`config.mk`:
```
export PLATFORM = sky130hd
export DESIGN_NAME = cmf_ctrl
export DESIGN_NICKNAME = d
export VERILOG_FILES = /design/src/design/cmf_pkg.sv /design/src/design/cmf_ctrl.sv
export SDC_FILE = /design/constraint.sdc
export NUM_CORES = 1
export LEC_CHECK = 0
export ABC_AREA = 1
export BUFFER_PORTS_ARGS = -buffer_cell sky130_fd_sc_hd__buf_2
export CORE_AREA = 2 2 39 41
export CTS_CLUSTER_SIZE = 24
export DETAILED_ROUTE_END_ITERATION = 10
export DIE_AREA = 0 0 41 43
export GPL_ROUTABILITY_DRIVEN = 1
export GPL_TIMING_DRIVEN = 0
export PLACE_DENSITY_LB_ADDON = 0.1
export SLEW_MARGIN = 5
export SYNTH_ARGS = -nofsm -noshare
export SYNTH_HDL_FRONTEND = slang
export SYNTH_SLANG_ARGS = --single-unit
```
`constraint.sdc`:
```
create_clock -name clk -period 1.5 [get_ports clk]
set_clock_uncertainty 0.2 [all_clocks]
set_input_delay 0.225 -clock clk [delete_from_list [all_inputs] [get_ports clk]]
set_output_delay 0.225 -clock clk [all_outputs]
set_load 0.1 [all_outputs]
```
`src/design/cmf_pkg.sv`:
```
`default_nettype none

package cmf_pkg;

	// field widths
	localparam int OP_W     = 2;
	localparam int ID_W     = 29;
	localparam int DATA_W   = 64;
	localparam int TIME_W   = 32;
	localparam int STATUS_W = 3;

	localparam int DEPTH_DEFAULT = 64;

	// operation codes, pop is any code with the upper bit set
	localparam logic [OP_W-1:0] OP_PUSH    = 2'd0;
	localparam logic [OP_W-1:0] OP_REPLACE = 2'd1;
	localparam logic [OP_W-1:0] OP_POP     = 2'd2;

	// result status codes
	localparam logic [STATUS_W-1:0] ST_APPENDED = 3'd0;
	localparam logic [STATUS_W-1:0] ST_REPLACED = 3'd1;
	localparam logic [STATUS_W-1:0] ST_DROPPED  = 3'd2;
	localparam logic [STATUS_W-1:0] ST_POPPED   = 3'd3;
	localparam logic [STATUS_W-1:0] ST_EMPTY    = 3'd4;

	// controller to datapath
	typedef struct packed {
		logic load;
		logic pop_read;
		logic scan_step;
		logic commit;
	} cmf_cmd_t;

	// datapath to controller
	typedef struct packed {
		logic scan_more;
		logic scan_pending;
		logic hit_now;
		logic out_free;
	} cmf_stat_t;

endpackage

`default_nettype wire

```
`src/design/cmf_ctrl.sv`:
```
`default_nettype none

module cmf_ctrl import cmf_pkg::*; (
	input  wire logic            clk,
	input  wire logic            arst_n,
	input  wire logic            in_valid,
	input  wire logic [OP_W-1:0] operation,
	input  wire cmf_stat_t       stat,
	output logic                 in_ready,
	output cmf_cmd_t             cmd
);

	localparam logic [1:0] S_IDLE   = 2'd0;
	localparam logic [1:0] S_POP_RD = 2'd1;
	localparam logic [1:0] S_SCAN   = 2'd2;
	localparam logic [1:0] S_DONE   = 2'd3;

	logic [1:0] state_q;
	logic [1:0] state_nxt;

	always_comb begin
		cmd       = '0;
		state_nxt = state_q;
		unique case (state_q)
			S_IDLE: begin
				if (in_valid) begin
					cmd.load = 1'b1;
					if (operation[1])
						state_nxt = S_POP_RD;
					else if (operation == OP_REPLACE)
						state_nxt = S_SCAN;
					else
						state_nxt = S_DONE;
				end
			end
			S_POP_RD: begin
				cmd.pop_read = 1'b1;
				state_nxt    = S_DONE;
			end
			S_SCAN: begin
				cmd.scan_step = 1'b1;
				// stop on first match or once every issued read is compared
				if (stat.hit_now || (!stat.scan_more && !stat.scan_pending))
					state_nxt = S_DONE;
			end
			S_DONE: begin
				if (stat.out_free) begin
					cmd.commit = 1'b1;
					state_nxt  = S_IDLE;
				end
			end
			default: state_nxt = S_IDLE;
		endcase
	end

	always_ff @(posedge clk or negedge arst_n) begin
		if (!arst_n)
			state_q <= S_IDLE;
		else
			state_q <= state_nxt;
	end

	assign in_ready = (state_q == S_IDLE);

endmodule

`default_nettype wire

```
== Word-level counts from Yosys, hierarchy flattened ==
Index checks and enable logic that the tools add are counted.
Cells by class
  multiplexer cells: 12
  eq/ne operators: 7
  reductions and logical operators: 6
Operator list (number)
  $mux 2: 4
  $pmux 2 s4: 1
  $mux 1: 7
  $ne 2x2->1 const B: 3
  $eq 2x1->1 const B: 2
  $eq 2x2->1 const B: 2
  $reduce_and 3->1: 1
  $logic_not 1->1: 2
  $logic_not 2->1: 1
  $logic_and 1x1->1: 1
  $logic_or 1x1->1: 1
Word-level totals
  output and inout bits: 5
  word-level logic and storage cells: 26
  input port bits: 9
  register bits: 2

== Depth between registers and ports, before layout ==
  word-level depth: 5
  gate-level depth with buffers: 8
  depth with buffers taken out: 8

== Worst setup path after synthesis ==
Ideal clock, no wire load.
  path type: flip-flop to output port
  start point: register state_q[0]
  end point: output cmd[3] in the netlist's numbering
  stages on the path, launching flop included: 5
  required time: 1.075 ns
  data arrival time: 2.052 ns
  buffers on the path: 0
  slack: -0.977 ns
  cell sequence: dfrtp_1 -> inv_1 -> ha_1 -> nand2_1 -> inv_1
RTL lines
  from (decl): line cmf_ctrl.sv:18  | logic [1:0] state_q;
  from (signal assigned): line cmf_ctrl.sv:60  | state_q <= state_nxt;
  to (decl): line cmf_ctrl.sv:10  | output cmf_cmd_t cmd

== Worst setup path after layout ==
  start point: register state_q[1]
  end point: output in_ready
On the way
  word-level cells in the longest chain between the ends: 1
RTL lines
  $logic_not 2->1: line cmf_ctrl.sv:63  | assign in_ready = (state_q == S_IDLE);
  to (decl): line cmf_ctrl.sv:9  | output logic in_ready,
No other way between the ends.

==> flow_summary.yaml <==
run_status:
  outcome: "finished, violations left"
  violations: "negative setup slack"
die:
  ios: 14
  core_region_area_um2: 1380
  die_y_um: 43
  start_util_pct: 18.0
  dieArea_um2: 1760
  die_w_um: 41
  num_rows: 14
sta:
  rsz0062_at_grt: "yes"
  hold_viol: 0
  slew_headroom_pct: 81.6
  setup_viol: 5
  tightest_slew_ps: 278
  slew_viol_final: 0
  hold_ws_ps: 101
  fin_ws_ps: -110
  fin_crit_ps: 1610
  fmax_ghz: 0.621
  finalCritPeriodShare_pct: 107
synthesis:
  syn_nets: 54
  synth_area_um2: 249
  synth_xor_area_share_pct: 0
  muxShareOfSynthArea_pct: 0
  synth_top_family_by_area: "simple AND/OR/NAND/NOR gates"
  synth_fa_ha_area_share_pct: 25.1
  ys_ff_latch: 2
  yosys.area_share.simple_pct: 32.7
  synthCells: 40
  syn_area_per_cell_um2: 6.22
  synth-compound-area-share_pct: 4.02
  yosysWarnings: 0
  yosysSeqAreaShare_pct: 20.1
  yosysUniqueCellTypes: 8
layout:
  final_cell_mix: "nand2_1, buf_2, inv_1"
  drive_gt1_share_pct: 63.5
  largest_reg_flops: 2
  layout_commonest_cell: "nand2_1"
  stdcell_count: 79
  fin_nets: 79
  max_flop_register: "state_q"
  reg.largest.list: "state_q: 2 flops"
  post-route-util_pct: 40.0
  diodes: 0
  syn2layout_area_growth_pct: 122
clocking:
  clockBufferDepth: 2
  path_clk_slew_ps: 30
  cts_tree: "yes"
  cts-buffers-inserted: 3
  htree_levels: 1
  root_buffer: "clkbuf_4"
  cts_sinks: 2
  clk_latency_ps: 220
setup_path:
  critPathLaunchType: "flop"
  reg2reg_to: "state_q[1]"
  r2r_cells: 10
  rrSetupSlack_ps: 50
  crit_arrival_ps: 1180
  end_kind: "output pin"
  path_max_fanout: 3
  path_class: "flop to output pin"
  critPathRequiredTime_ps: 1070
  r2r_start: "state_q[0]"
worst_hold_path:
  min-delay-start: "operation[1]"
  hold_class: "input port to flop"
  min_path_cells: 4
  min_to: "state_q[1]"
run:
  drv_cap: 0
placed_design:
  dp.cells: 69
  routabilityCongestion: 0.682
  portBuffers: 13
  hpwl_um: 410
global_route:
  grtUsageTotal_pct: 8.32
  grt.overflow.total: 0
  antenna_found_initial: 0
  grt_pass1_wl_um: 945
  grt_pass1_vias: 269
  grt_start_max_net_pins: 4
detailed_routing:
  wl_per_cell_um: 6.86
  wl_um: 542
  first_iter_violations: 5
  vias: 289
  drc_errors: 0
  antenna_left: 0
  avgViaCountPerCell: 3.66
  dr.pass1.iters: 2
==> cell usage after synthesis <==
cell     number  area [um^2]
nor2_1        2         7.51
nor2_2        1         6.26
dfrtp_1       2         50.1
nand2_2       3         18.8
nand2_1      13         48.8
inv_1        12         45.0
o21ai_0       2         10.0
ha_1          5         62.6
==> final cells by class <==
| cell class | count | area (um^2) |
|---|---|---|
| inverter | 12 | 52.6 |
| tap | 16 | 20.0 |
| fill | 143 | 831 |
| multi-input combinational | 26 | 204 |
| clock buffer | 3 | 22.5 |
| timing repair buffer | 20 | 203 |
| sequential | 2 | 51.3 |
==> cells by family after synthesis <==
family,after synthesis
and+or+nand+nor,19
buffers and inverters,12
adders and majority gates,5
AOI/OAI and AO/OA,2
DFF,2
==> how the worst max path moves through the flow <==
stage,startpoint,to,slack [ps]
floorplan,state_q[1],cmd[3],-240
finish,state_q[1],in_ready,-110
global route,state_q[0],cmd[3],-160
detailed placement,state_q[1],cmd[3],-150
global placement,state_q[0],cmd[3],-150
CTS,state_q[0],cmd[3],-130
==> routing by layer <==
metal / GRT usage (%) / routed length [um]
met1: 9.27 / 216
met5: 0 / 0
met3: 3.14 / 40
met2: 11.3 / 271
met4: 8.00 / 13
==> per-stage QoR <==
stage	setup slack, ps	TNS (ps)	area, um^2
finish	-110	-426	553
global route	-162	-791	553
CTS	-131	-432	517
detailed placement	-152	-417	372
global placement	-152	-418	372
floorplan	-237	-535	287
==> worst max-delay path, stage by stage (launching register included) <==
cell and delay [ps]:
dfrtp_2 420, inv_2 100, ha_4 160, buf_4 290
==> timing repair <==
item / in CTS / in global routing
setup endpoints to repair: 5 / 7
buffers inserted: 5 / 1
hold buffers: 1 / 0
resized for setup: 22 / 5
pin swaps: 3 / 6
hold endpoints to repair: 2 / 0
Power is left out: the tool's default activity adds up to more than one toggle a clock period on the data nets, which glitch-free logic cannot reach.
